### src/rtl/vnbd_pkg.sv
// Package for the von Neumann bit debiaser: payload structs, register
// indexes and sizing constants. No dependencies.
package vnbd_pkg;

  localparam int unsigned NUM_PINS = 6;
  localparam int unsigned ADC_BITS = 10;

  localparam logic [15:0] LIMIT_RESET = 16'd16;
  localparam logic [5:0]  BYTE_BITS   = 6'd8;
  localparam logic [5:0]  WORD_BITS   = 6'd32;
  localparam logic [3:0]  LAST_PIN    = 4'(NUM_PINS - 1);

  // Configuration register indexes.
  localparam logic [1:0] REG_LIMIT = 2'd0;
  localparam logic [1:0] REG_MODE  = 2'd1;

  typedef struct packed {
    logic [ADC_BITS-1:0] first_sample;
    logic [ADC_BITS-1:0] second_sample;
  } in_req_t;

  typedef struct packed {
    logic [3:0]  pin_select;
    logic        word_done;
    logic        word_failed;
    logic [31:0] word_value;
  } out_req_t;

  // Least significant bits of one sample pair.
  typedef struct packed {
    logic first_bit;
    logic second_bit;
  } bit_pair_t;

  // Configuration write as seen by the state logic.
  typedef struct packed {
    logic        we;
    logic [1:0]  idx;
    logic [15:0] data;
  } cfg_wr_t;

endpackage

### src/rtl/vnbd_in_reg.sv
// Input register of the debiaser: keeps the sample bits of one request.
// Depends on vnbd_pkg.
module vnbd_in_reg (
  input  logic               clk_i,
  input  logic               rst_ni,
  input  logic               in_valid_i,
  output logic               in_ready_o,
  input  vnbd_pkg::in_req_t  in_req_i,
  input  logic               advance_i,
  output logic               valid_o,
  output vnbd_pkg::bit_pair_t pair_o
);
  import vnbd_pkg::*;

  logic      valid_q, valid_d;
  bit_pair_t pair_q;

  // Only bit 0 of each sample matters, so only that bit is stored.
  assign in_ready_o = !valid_q || advance_i;

  always_comb begin
    valid_d = valid_q;
    if (in_ready_o) begin
      valid_d = in_valid_i;
    end
  end

  always_ff @(posedge clk_i or negedge rst_ni) begin
    if (!rst_ni) begin
      valid_q <= 1'b0;
    end else begin
      valid_q <= valid_d;
    end
  end

  always_ff @(posedge clk_i) begin
    if (in_valid_i && in_ready_o) begin
      pair_q.first_bit  <= in_req_i.first_sample[0];
      pair_q.second_bit <= in_req_i.second_sample[0];
    end
  end

  assign valid_o = valid_q;
  assign pair_o  = pair_q;

endmodule

### src/rtl/vnbd_state.sv
// Debiaser state and per-pair logic: pin rotation, try counter, word
// accumulator and configuration registers. Depends on vnbd_pkg.
module vnbd_state (
  input  logic                clk_i,
  input  logic                rst_ni,
  input  logic                step_i,
  input  vnbd_pkg::bit_pair_t pair_i,
  input  vnbd_pkg::cfg_wr_t   cfg_i,
  output vnbd_pkg::out_req_t  res_o
);
  import vnbd_pkg::*;

  logic [3:0]  pin_q, pin_d;
  logic [15:0] tries_q, tries_d;
  logic [5:0]  bits_q, bits_d;
  logic [31:0] acc_q, acc_d;
  logic [15:0] limit_q, limit_d;
  logic        mode_q, mode_d;

  logic [31:0] acc_shift;
  logic [5:0]  bits_inc;
  logic [5:0]  target;
  logic [3:0]  pin_next;
  logic        differ;
  logic        done;
  logic        failed;

  assign differ    = pair_i.first_bit ^ pair_i.second_bit;
  assign acc_shift = {acc_q[30:0], pair_i.second_bit};
  assign bits_inc  = bits_q + 6'd1;
  assign target    = mode_q ? WORD_BITS : BYTE_BITS;
  assign pin_next  = (pin_q >= LAST_PIN) ? 4'd0 : pin_q + 4'd1;
  assign done      = differ && (bits_inc >= target);
  // A limit of zero behaves like one: the first matching pair fails.
  assign failed    = !differ && (tries_q <= 16'd1);

  always_comb begin
    res_o.pin_select  = pin_next;
    res_o.word_done   = done;
    res_o.word_failed = failed;
    res_o.word_value  = 32'd0;
    if (done) begin
      res_o.word_value = mode_q ? acc_shift : {24'd0, acc_shift[7:0]};
    end
  end

  always_comb begin
    pin_d   = pin_q;
    tries_d = tries_q;
    bits_d  = bits_q;
    acc_d   = acc_q;
    limit_d = limit_q;
    mode_d  = mode_q;
    if (cfg_i.we) begin
      case (cfg_i.idx)
        REG_LIMIT: begin
          limit_d = cfg_i.data;
          tries_d = cfg_i.data;
        end
        REG_MODE: begin
          mode_d  = cfg_i.data[0];
          acc_d   = 32'd0;
          bits_d  = 6'd0;
          tries_d = limit_q;
        end
        default: begin
        end
      endcase
    end else if (step_i) begin
      pin_d = pin_next;
      if (differ) begin
        tries_d = limit_q;
        if (done) begin
          acc_d  = 32'd0;
          bits_d = 6'd0;
        end else begin
          acc_d  = acc_shift;
          bits_d = bits_inc;
        end
      end else if (failed) begin
        acc_d   = 32'd0;
        bits_d  = 6'd0;
        tries_d = limit_q;
      end else begin
        tries_d = tries_q - 16'd1;
      end
    end
  end

  always_ff @(posedge clk_i or negedge rst_ni) begin
    if (!rst_ni) begin
      pin_q   <= 4'd0;
      tries_q <= LIMIT_RESET;
      bits_q  <= 6'd0;
      acc_q   <= 32'd0;
      limit_q <= LIMIT_RESET;
      mode_q  <= 1'b1;
    end else begin
      pin_q   <= pin_d;
      tries_q <= tries_d;
      bits_q  <= bits_d;
      acc_q   <= acc_d;
      limit_q <= limit_d;
      mode_q  <= mode_d;
    end
  end

endmodule

### src/rtl/vnbd_out_reg.sv
// Result register of the debiaser: holds one result request until taken.
// Depends on vnbd_pkg.
module vnbd_out_reg (
  input  logic               clk_i,
  input  logic               rst_ni,
  input  logic               load_i,
  input  vnbd_pkg::out_req_t res_i,
  output logic               can_load_o,
  output logic               out_valid_o,
  input  logic               out_ready_i,
  output vnbd_pkg::out_req_t out_req_o
);
  import vnbd_pkg::*;

  logic     valid_q, valid_d;
  out_req_t data_q;

  assign can_load_o = !valid_q || out_ready_i;

  always_comb begin
    valid_d = valid_q;
    if (can_load_o) begin
      valid_d = load_i;
    end
  end

  always_ff @(posedge clk_i or negedge rst_ni) begin
    if (!rst_ni) begin
      valid_q <= 1'b0;
    end else begin
      valid_q <= valid_d;
    end
  end

  always_ff @(posedge clk_i) begin
    if (load_i && can_load_o) begin
      data_q <= res_i;
    end
  end

  assign out_valid_o = valid_q;
  assign out_req_o   = data_q;

endmodule

### src/rtl/von_neumann_bit_debiaser_core.sv
// Requests go through the input register, then the result register. One
// sample pair per cycle while results are taken; the per-pair logic is one
// compare, a 32-bit shift and a 16-bit count between the two registers.
// Reset clears both pipeline valids, the pin index and the word state, and
// sets the try limit and try count to 16 and the word mode to 32-bit words.
module von_neumann_bit_debiaser_core (
  input  logic               clk_i,
  input  logic               rst_ni,
  input  logic               in_valid_i,
  output logic               in_ready_o,
  input  vnbd_pkg::in_req_t  in_req_i,
  output logic               out_valid_o,
  input  logic               out_ready_i,
  output vnbd_pkg::out_req_t out_req_o,
  input  logic               cfg_we_i,
  input  logic [1:0]         cfg_idx_i,
  input  logic [15:0]        cfg_wdata_i
);
  import vnbd_pkg::*;

  // The input register holds the least significant bits of one request. The
  // pair is consumed when the result register can take its result; at that
  // same edge the state logic advances and the result is captured. Both
  // stages accept a new request while the stage after them is draining, so
  // a steady stream moves one pair per cycle.
  logic      pair_valid;
  bit_pair_t pair;
  logic      can_load;
  logic      step;
  out_req_t  res;
  cfg_wr_t   cfg;

  assign step = pair_valid && can_load;

  assign cfg.we   = cfg_we_i;
  assign cfg.idx  = cfg_idx_i;
  assign cfg.data = cfg_wdata_i;

  vnbd_in_reg u_in_reg (
    .clk_i      (clk_i),
    .rst_ni     (rst_ni),
    .in_valid_i (in_valid_i),
    .in_ready_o (in_ready_o),
    .in_req_i   (in_req_i),
    .advance_i  (step),
    .valid_o    (pair_valid),
    .pair_o     (pair)
  );

  // Configuration writes are to arrive only while no request is in flight;
  // the block does not enforce this, and the state logic gives writes priority.
  vnbd_state u_state (
    .clk_i  (clk_i),
    .rst_ni (rst_ni),
    .step_i (step),
    .pair_i (pair),
    .cfg_i  (cfg),
    .res_o  (res)
  );

  vnbd_out_reg u_out_reg (
    .clk_i       (clk_i),
    .rst_ni      (rst_ni),
    .load_i      (step),
    .res_i       (res),
    .can_load_o  (can_load),
    .out_valid_o (out_valid_o),
    .out_ready_i (out_ready_i),
    .out_req_o   (out_req_o)
  );

`ifndef SYNTHESIS
  // A result is either a finished word or a failed one, never both.
  assert property (@(posedge clk_i) disable iff (!rst_ni)
    out_valid_o |-> !(out_req_o.word_done && out_req_o.word_failed))
    else $error("result marked both done and failed");

  // The word value is zero unless the word completed.
  assert property (@(posedge clk_i) disable iff (!rst_ni)
    (out_valid_o && !out_req_o.word_done) |-> (out_req_o.word_value == 32'd0))
    else $error("nonzero word value without word_done");

  // The announced pin stays within the pin range.
  assert property (@(posedge clk_i) disable iff (!rst_ni)
    out_valid_o |-> (out_req_o.pin_select <= LAST_PIN))
    else $error("pin index out of range");

  // A consumed pair always leaves a result in the output register.
  assert property (@(posedge clk_i) disable iff (!rst_ni)
    step |=> out_valid_o)
    else $error("consumed pair produced no result");
`endif

endmodule

### config.mk
export PLATFORM = sky130hd
export DESIGN_NAME = von_neumann_bit_debiaser_core
export DESIGN_NICKNAME = d
export VERILOG_FILES = /design/src/rtl/vnbd_pkg.sv /design/src/rtl/vnbd_in_reg.sv /design/src/rtl/vnbd_state.sv /design/src/rtl/vnbd_out_reg.sv /design/src/rtl/von_neumann_bit_debiaser_core.sv
export SDC_FILE = /design/constraint.sdc
export NUM_CORES = 1
export LEC_CHECK = 0
export ABC_AREA = 1
export ABC_CLOCK_PERIOD_IN_PS = 2800
export BUFFER_PORTS_ARGS = -buffer_cell sky130_fd_sc_hd__clkbuf_2
export CAP_MARGIN = 20
export CORE_AREA = 2 2 136 85
export DETAILED_ROUTE_END_ITERATION = 10
export DIE_AREA = 0 0 138 87
export GPL_TIMING_DRIVEN = 1
export PLACE_DENSITY = 0.82
export SLEW_MARGIN = 40
export SYNTH_ARGS = -nofsm -noshare
export SYNTH_HDL_FRONTEND = slang
export SYNTH_SLANG_ARGS = --single-unit
### constraint.sdc
create_clock -name clk_i -period 2.8 [get_ports clk_i]
set_clock_uncertainty 0.1 [all_clocks]
set_input_delay 0.14 -clock clk_i [delete_from_list [all_inputs] [get_ports clk_i]]
set_output_delay 0.14 -clock clk_i [all_outputs]
set_load 0.02 [all_outputs]
==> key figures, run 1 <==
Finish
  • Post-route cell area: 7030 sq um
  • Layout cells sized above 1: 0.159
  • Register Area: 3110 sq um
  • Final #Nets: 844
  • Ant. Diodes: 0
  • Area Overhead vs Synth: 20.5%
  • Multi-input gate area: ~2200 sq um
  • Fillers: around 890
  • Final Core Density: 0.646

Synthesis
  • Ys async rst share: 0.655
  • Post-Syn Area: 5830 sq um
  • Post-synth EDFFs: 40
  • Seq/Total Area, Yosys: 0.532
  • Count of cell types in the netlist: 35
  • Top cells by area, synth: dfrtp_1 (31%), edfxtp_1 (21%), nand2_1 (13%)
  • Synth Area per Inst: between 8 and 9 sq um
  • Top-count cell post-synth: nand2_1
  • Area fraction of the dominant cell type after synthesis: 0.313
  • Syn. warnings: 0
  • Primary FF master, synth: dfrtp_1
  • Syn_nets: 758
  • Most frequent cells after synthesis: nand2_1 (203), nor2_1 (100), inv_1 (95)
  • Synthesis-stage register bit count: 116
  • Cell taking the most area after synthesis: dfrtp_1
  • Cells after Synth: around 710

Clock network
  • Clock root cell: clkbuf_16
  • Clk_lat worst skew: between 0.4 and 0.5 ns
  • CTS tree: built
  • TritonCTS sink count: 116
  • H-Tree Depth: 4
  • CTS clk-pin slew, worst paths: 0.06 ns
  • Post-CTS setup buffer count: 0
  • TritonCTS buffer count: 17
  • Clk buf depth: 2

Worst hold path
  • Min-delay src: cfg_we_i
  • Worst min-delay path class: input pin to register
  • Hold depth: 4
  • Hold Path Sink: u_state.tries_q[3]

Pwr
  • Sw Share: 0.301
  • Clock share of power: 0.413
  • Psw: approximately 0.0016 W
  • Comb pwr share: 0.181
  • Pwr Total: 0.00534 W
  • PwrDens: 759 nW/um^2
  • VDD IR-drop max: 0.631 mV
  • Flop pwr share: 0.406
  • Internal power: roughly 0.0037 W
  • P_leak: 3.44 nW

Global route
  • Vias in the first global route: roughly 4300
  • Initial antenna violation count: 0
  • Total track usage: 0.211
  • Pin count of the biggest net entering global routing: 77
  • First-pass GRT wire length: 20300 um
  • GRT overflow: 0

Die
  • DIE HEIGHT: 87 um
  • Core Region: 10900 sq um
  • Die area: 12000 sq um
  • Initial Utilization: 0.536
  • Total I/O pin count: 83
  • Std cell rows: 30
  • Die Wd: 138 um

Placed design
  • Post-place instance area: 6190 sq um
  • IO buf count: 64
  • RD Place Congestion: 0.877
  • Hpwl dp: 7390 um

STA
  • Max Clock Freq: 0.425 GHz
  • RSZ-0062 raised after global routing: false
  • TNS Setup: 0 ns
  • Final min period: 2.35 ns
  • Worst rel slew slack: 0.528
  • Final Hold Fails: 0
  • Smallest hold slack: 0.103 ns
  • Final Cycle Share: 0.840
  • Pins Over Slew Limit: 0
  • Final setup violation count: 0
  • Slew @ Worst Pin: 0.708 ns

Routing
  • DR vias: 4697
  • Final wirelength: around 12000 um
  • Iteration-0 DRC Markers: 430
  • Residual DRC: 0
  • Routed length per instance: roughly 12 um
  • Via density: 4.95
  • ANT nets after route: 0
  • DR pass1 iterations: 5

Worst setup path
  • RR Startpoint: u_state.bits_q[2]
  • Nature of the critical path endpoint: register
  • CP Data Required Time: 3.04 ns
  • Critical path class: register to register
  • Worst R2R End: u_state.acc_q[30]
  • Startpoint types: register
  • Worst reg-to-reg setup slack: 0.45 ns
  • Critical path arrival: 2.60 ns
  • R2R depth: 12
  • Worst-path fanout max: 37

Flow run
  • Max cap viols: 0

Status
  • Outcome: completed
==> kinds of logic after synthesis <==
| family | Yosys count | share of synthesized area |
|---|---|---|
| AO/OA/AOI/OAI | 62 | 0.0581 |
| XOR/XNOR | 8 | 0.0120 |
| adder cells (fa/ha/maj) | 9 | 0.0193 |
| flip-flops | 116 | 0.532 |
| AND/OR/NAND/NOR | 387 | 0.282 |
| buffers and inverters | 124 | 0.0965 |
==> metal layers <==
layer / vias to the layer above / GRT usage / share of wire
met5: - / 0 / 0
met4: 0 / 0.0779 / 0.011
met3: 13 / 0.0484 / 0.054
met2: 135 / 0.329 / 0.45
met1: 2165 / 0.294 / 0.48
li1: 2384 / - / -
==> stage by stage <==
| step | std cells | setup WS, ns |
|---|---|---|
| after floorplan | 706 | 0.778 |
| after global placement | 894 | 0.552 |
| after detailed placement | 894 | 0.491 |
| after CTS | 949 | 0.443 |
| after global routing | 949 | 0.212 |
| final | 949 | 0.448 |
==> power by group through the flow <==
stage / clock network (W) / logic (W) / registers, W
final: 0.00220 / 0.000968 / 0.00216
after CTS: 0.00224 / 0.000971 / 0.00216
after global routing: 0.00232 / 0.00109 / 0.00219
after global placement: 0 / 0.000910 / 0.00218
after floorplan: 0 / 0.000617 / 0.00225
after detailed placement: 0 / 0.000935 / 0.00219
==> registers in the layout, summed over array words and instances, names as in the netlist, 2 cells and up <==
signal               flops
u_in_reg.pair_o          2
u_out_reg.out_req_o     38
u_state.acc_q           31
u_state.bits_q           6
u_state.limit_q         16
u_state.pin_q            4
u_state.tries_q         16
==> layout by cell type, fill, tap and decap left out, types with 2 or more instances in the layout <==
cell	netlist	final
a21oi_1	20	20
buf_4	6	5
bufinv_16	0	3
clkbuf_16	0	17
clkbuf_2	0	63
clkinv_2	0	2
clkinv_4	0	4
clkinvlp_4	0	2
dfrtp_1	73	73
dfstp_2	3	3
dlygate4sd3_1	0	23
edfxtp_1	40	40
ha_1	9	9
inv_1	95	95
inv_2	3	3
inv_6	0	3
nand2_1	203	202
nand2_2	3	4
nand2_4	4	4
nand3_1	56	56
nand3b_1	3	3
nand4_1	4	4
nor2_1	100	100
nor2_2	4	4
nor2_4	2	2
nor3_1	2	2
o211ai_1	4	4
o21ai_0	35	35
or2_2	2	2
xnor2_1	4	4
xor2_1	4	4
==> worst max path at each step <==
stage,slack [ns],end,cells past startpoint,from
global route,0.21,u_state.bits_q[3],11,u_state.tries_q[0]
detailed placement,0.49,u_state.bits_q[4],11,u_state.tries_q[0]
floorplan,0.78,u_out_reg.out_req_o[12],14,u_state.bits_q[2]
CTS,0.44,u_state.acc_q[30],12,u_state.bits_q[2]
global placement,0.55,u_state.bits_q[4],11,u_state.tries_q[0]
finish,0.45,u_state.acc_q[30],12,u_state.bits_q[2]
==> worst max-delay path, cell delays in order (launching register included) <==
cell	delay, ns
dfrtp_1	0.46
nand3_1	0.14
xor2_1	0.21
ha_1	0.27
nand2_1	0.06
inv_1	0.03
nand2_1	0.05
nand3_1	0.08
nand2_2	0.08
nand2_4	0.07
nor2_8	0.40
nand3_1	0.20
nand2_1	0.11
==> final cells by class <==
| type | instances | share of cell area |
|---|---|---|
| repair buffers | 92 | 0.0846 |
| inverters | 99 | 0.0532 |
| well taps | 144 | 0.0256 |
| flip-flops and latches | 116 | 0.442 |
| clock buffers | 18 | 0.0611 |
| clock inverters | 14 | 0.0251 |
| multi-input cells | 466 | 0.308 |
==> what timing repair did <==
item                      in CTS  in global routing
resized for setup              0                  0
hold endpoints to repair      96                  0
hold buffers                  23                  0
Power figures use the tool's default switching activity.
==> run 2, diff against run 1 <==
--- a/config.mk
+++ b/config.mk
@@ -6,7 +6,7 @@
 export NUM_CORES = 1
 export LEC_CHECK = 0
 export ABC_AREA = 1
-export ABC_CLOCK_PERIOD_IN_PS = 2800
+export ABC_CLOCK_PERIOD_IN_PS = 2400
 export BUFFER_PORTS_ARGS = -buffer_cell sky130_fd_sc_hd__clkbuf_2
 export CAP_MARGIN = 20
 export CORE_AREA = 2 2 136 85
==> constraint.sdc (replaced) <==
create_clock -name clk_i -period 2.4 [get_ports clk_i]
set_clock_uncertainty 0.1 [all_clocks]
set_input_delay 0.12 -clock clk_i [delete_from_list [all_inputs] [get_ports clk_i]]
set_output_delay 0.12 -clock clk_i [all_outputs]
set_load 0.02 [all_outputs]
==> run 2 against run 1 <==
Compared with the run above: global-route usage grew 0.63 points; flip-flop and latch count is the same; design area grew 1.8%; die area is the same; count of clock-buffer cells in the layout shrank 1; critical path depth grew 1; wire length grew 5.5%; setup slack lost 0.29 ns; clock power grew 25%.
==> key figures, run 2 (same netlist as run 1, synthesis figures left out) <==
Clock network
  • CTS clk-pin slew, worst paths: ~0.060 ns
  • TritonCTS buffer count: 17
  • Clk buf depth: 2
  • Clock root cell: clkbuf_16
  • CTS tree: built
  • Clk_lat worst skew: slightly above 0.4 ns
  • TritonCTS sink count: 116
  • H-Tree Depth: 4

Worst setup path
  • Critical path arrival: 2.30 ns
  • Startpoint types: register
  • Nature of the critical path endpoint: register
  • R2R depth: 13
  • CP Data Required Time: between 2 and 2.5 ns
  • RR Startpoint: u_state.bits_q[0]
  • Worst-path fanout max: 24
  • Critical path class: register to register
  • Worst R2R End: u_out_reg.out_req_o[30]
  • Worst reg-to-reg setup slack: 0.16 ns

Finish
  • Area Overhead vs Synth: 22.6%
  • Final #Nets: 852
  • Final instance count without filler cells: 957
  • Most frequent cells in the layout: nand2_1 (202), nor2_1 (99), inv_1 (95)
  • Max FFs per register: 38
  • Ant. Diodes: 0
  • Layout cells sized above 1: 0.173
  • Most common cell after layout, fill and taps aside: nand2_1
  • Register Area: 3110 sq um
  • Top Registers: u_out_reg.out_req_o (38), u_state.acc_q (31)
  • Biggest register: u_out_reg.out_req_o
  • Fillers: around 880
  • Multi-input gate area: 2190 sq um
  • Final Core Density: 0.657

Flow run
  • Max cap viols: 0

Status
  • Outcome: completed

Routing
  • Via density: ~5
  • ANT nets after route: 0
  • Final wirelength: 12400 um
  • DR vias: 4771
  • DR pass1 iterations: 5
  • Routed length per instance: roughly 13 um
  • Iteration-0 DRC Markers: 302
  • Residual DRC: 0

Global route
  • Vias in the first global route: 4399
  • First-pass GRT wire length: 20900 um
  • Met1 Use GR: 0.303
  • Initial antenna violation count: 0
  • Pin count of the biggest net entering global routing: 43
  • GRT overflow: 0
  • Total track usage: 0.217
  • Global routing's busiest layer: met2
  • Met2 Usage GRT: 0.348
  • GR Util met3: 0.0550

STA
  • Worst rel slew slack: 0.613
  • Final setup violation count: 0
  • TNS Setup: 0 ns
  • Max Clock Freq: 0.447 GHz
  • Final Cycle Share: 0.933
  • Final min period: 2.24 ns
  • Pins Over Slew Limit: 0
  • Slew @ Worst Pin: 0.580 ns
  • Final Hold Fails: 0

Die
  • Die area: 12000 sq um
  • DIE HEIGHT: 87 um
  • Initial Utilization: 0.536
  • Core Region: 10900 sq um
  • Std cell rows: 30
  • Die Wd: 138 um
  • Total I/O pin count: 83

Pwr
  • Pwr Total: 0.00644 W
  • PwrDens: 901 nW/um^2
  • P_leak: 3.49 nW
  • VDD IR-drop max: 0.577 mV

Worst hold path
  • Hold depth: 4
  • Worst min-delay path class: input pin to register
  • Min-delay src: cfg_we_i
  • Hold Path Sink: u_state.tries_q[3]

Placed design
  • Hpwl dp: a little under 8000 um
  • Dpl cells: 900
  • RD Place Congestion: ~0.87
  • IO buf count: 64
-- run 2: final cells by class --
| cell class | count | area share |
|---|---|---|
| clock buffers | 17 | 0.0595 |
| clock inverters | 15 | 0.0304 |
| inverters | 99 | 0.0523 |
| multi-input cells | 466 | 0.305 |
| flip-flops and latches | 116 | 0.435 |
| well taps | 144 | 0.0252 |
| repair buffers | 100 | 0.0927 |
-- run 2: worst max path at each step --
stage | from | endpoint | slack, ns | cells after the start
detailed placement | u_state.bits_q[0] | u_out_reg.out_req_o[27] | 0.14 | 13
finish | u_state.bits_q[0] | u_out_reg.out_req_o[30] | 0.16 | 13
global placement | u_state.bits_q[0] | u_out_reg.out_req_o[14] | 0.21 | 13
global route | u_state.bits_q[1] | u_out_reg.out_req_o[31] | -0.01 | 13
floorplan | u_state.bits_q[2] | u_out_reg.out_req_o[12] | 0.38 | 14
CTS | u_state.bits_q[0] | u_out_reg.out_req_o[27] | 0.01 | 13
-- run 2: per-stage QoR --
| stage | hold WS, ns | area (sq um) | setup WS [ns] |
|---|---|---|---|
| 3_3_place_gp | 0.0395 | 6240 | 0.207 |
| 4_1_cts | 0.0649 | 7120 | 0.0106 |
| 5_1_grt | 0.0959 | 7160 | -0.00958 |
| 6_report | 0.0687 | 7160 | 0.162 |
| 3_5_place_dp | 0.0471 | 6250 | 0.136 |
| 2_1_floorplan | -0.276 | 5830 | 0.378 |
-- run 2: timing repair --
| action | CTS | global route |
|---|---|---|
| gates resized for setup | 0 | 5 |
| hold buffers | 23 | 0 |
| endpoints found under the setup margin | 0 | 32 |
| setup buffers | 0 | 2 |
| endpoints found under the hold margin | 65 | 0 |
-- run 2: metal layers --
| metal | part of all wire | routed length [um] |
|---|---|---|
| met5 | 0 | 0 |
| met4 | 0.0078 | 97 |
| met1 | 0.50 | 6150 |
| met2 | 0.46 | 5670 |
| met3 | 0.040 | 501 |
-- run 2: critical path, cell delays in order, from the launching register on --
cell and delay, ns:
dfrtp_2 0.45, nand3_1 0.15, xor2_2 0.20, ha_1 0.27
nand2_1 0.06, inv_1 0.04, nand2_1 0.05, nand3_1 0.07
nand2_2 0.09, nand2_4 0.08, nand2_4 0.13, inv_2 0.09
nand2_8 0.16, nor2_1 0.07
-- run 2: report_power, final --
part / switching, W / internal (W) / total, W
Clock: 0.000984 / 0.00177 / 0.00275
Combinational: 0.000766 / 0.000401 / 0.00117
Sequential: 0.000191 / 0.00233 / 0.00252
Total: 0.00194 / 0.00450 / 0.00644
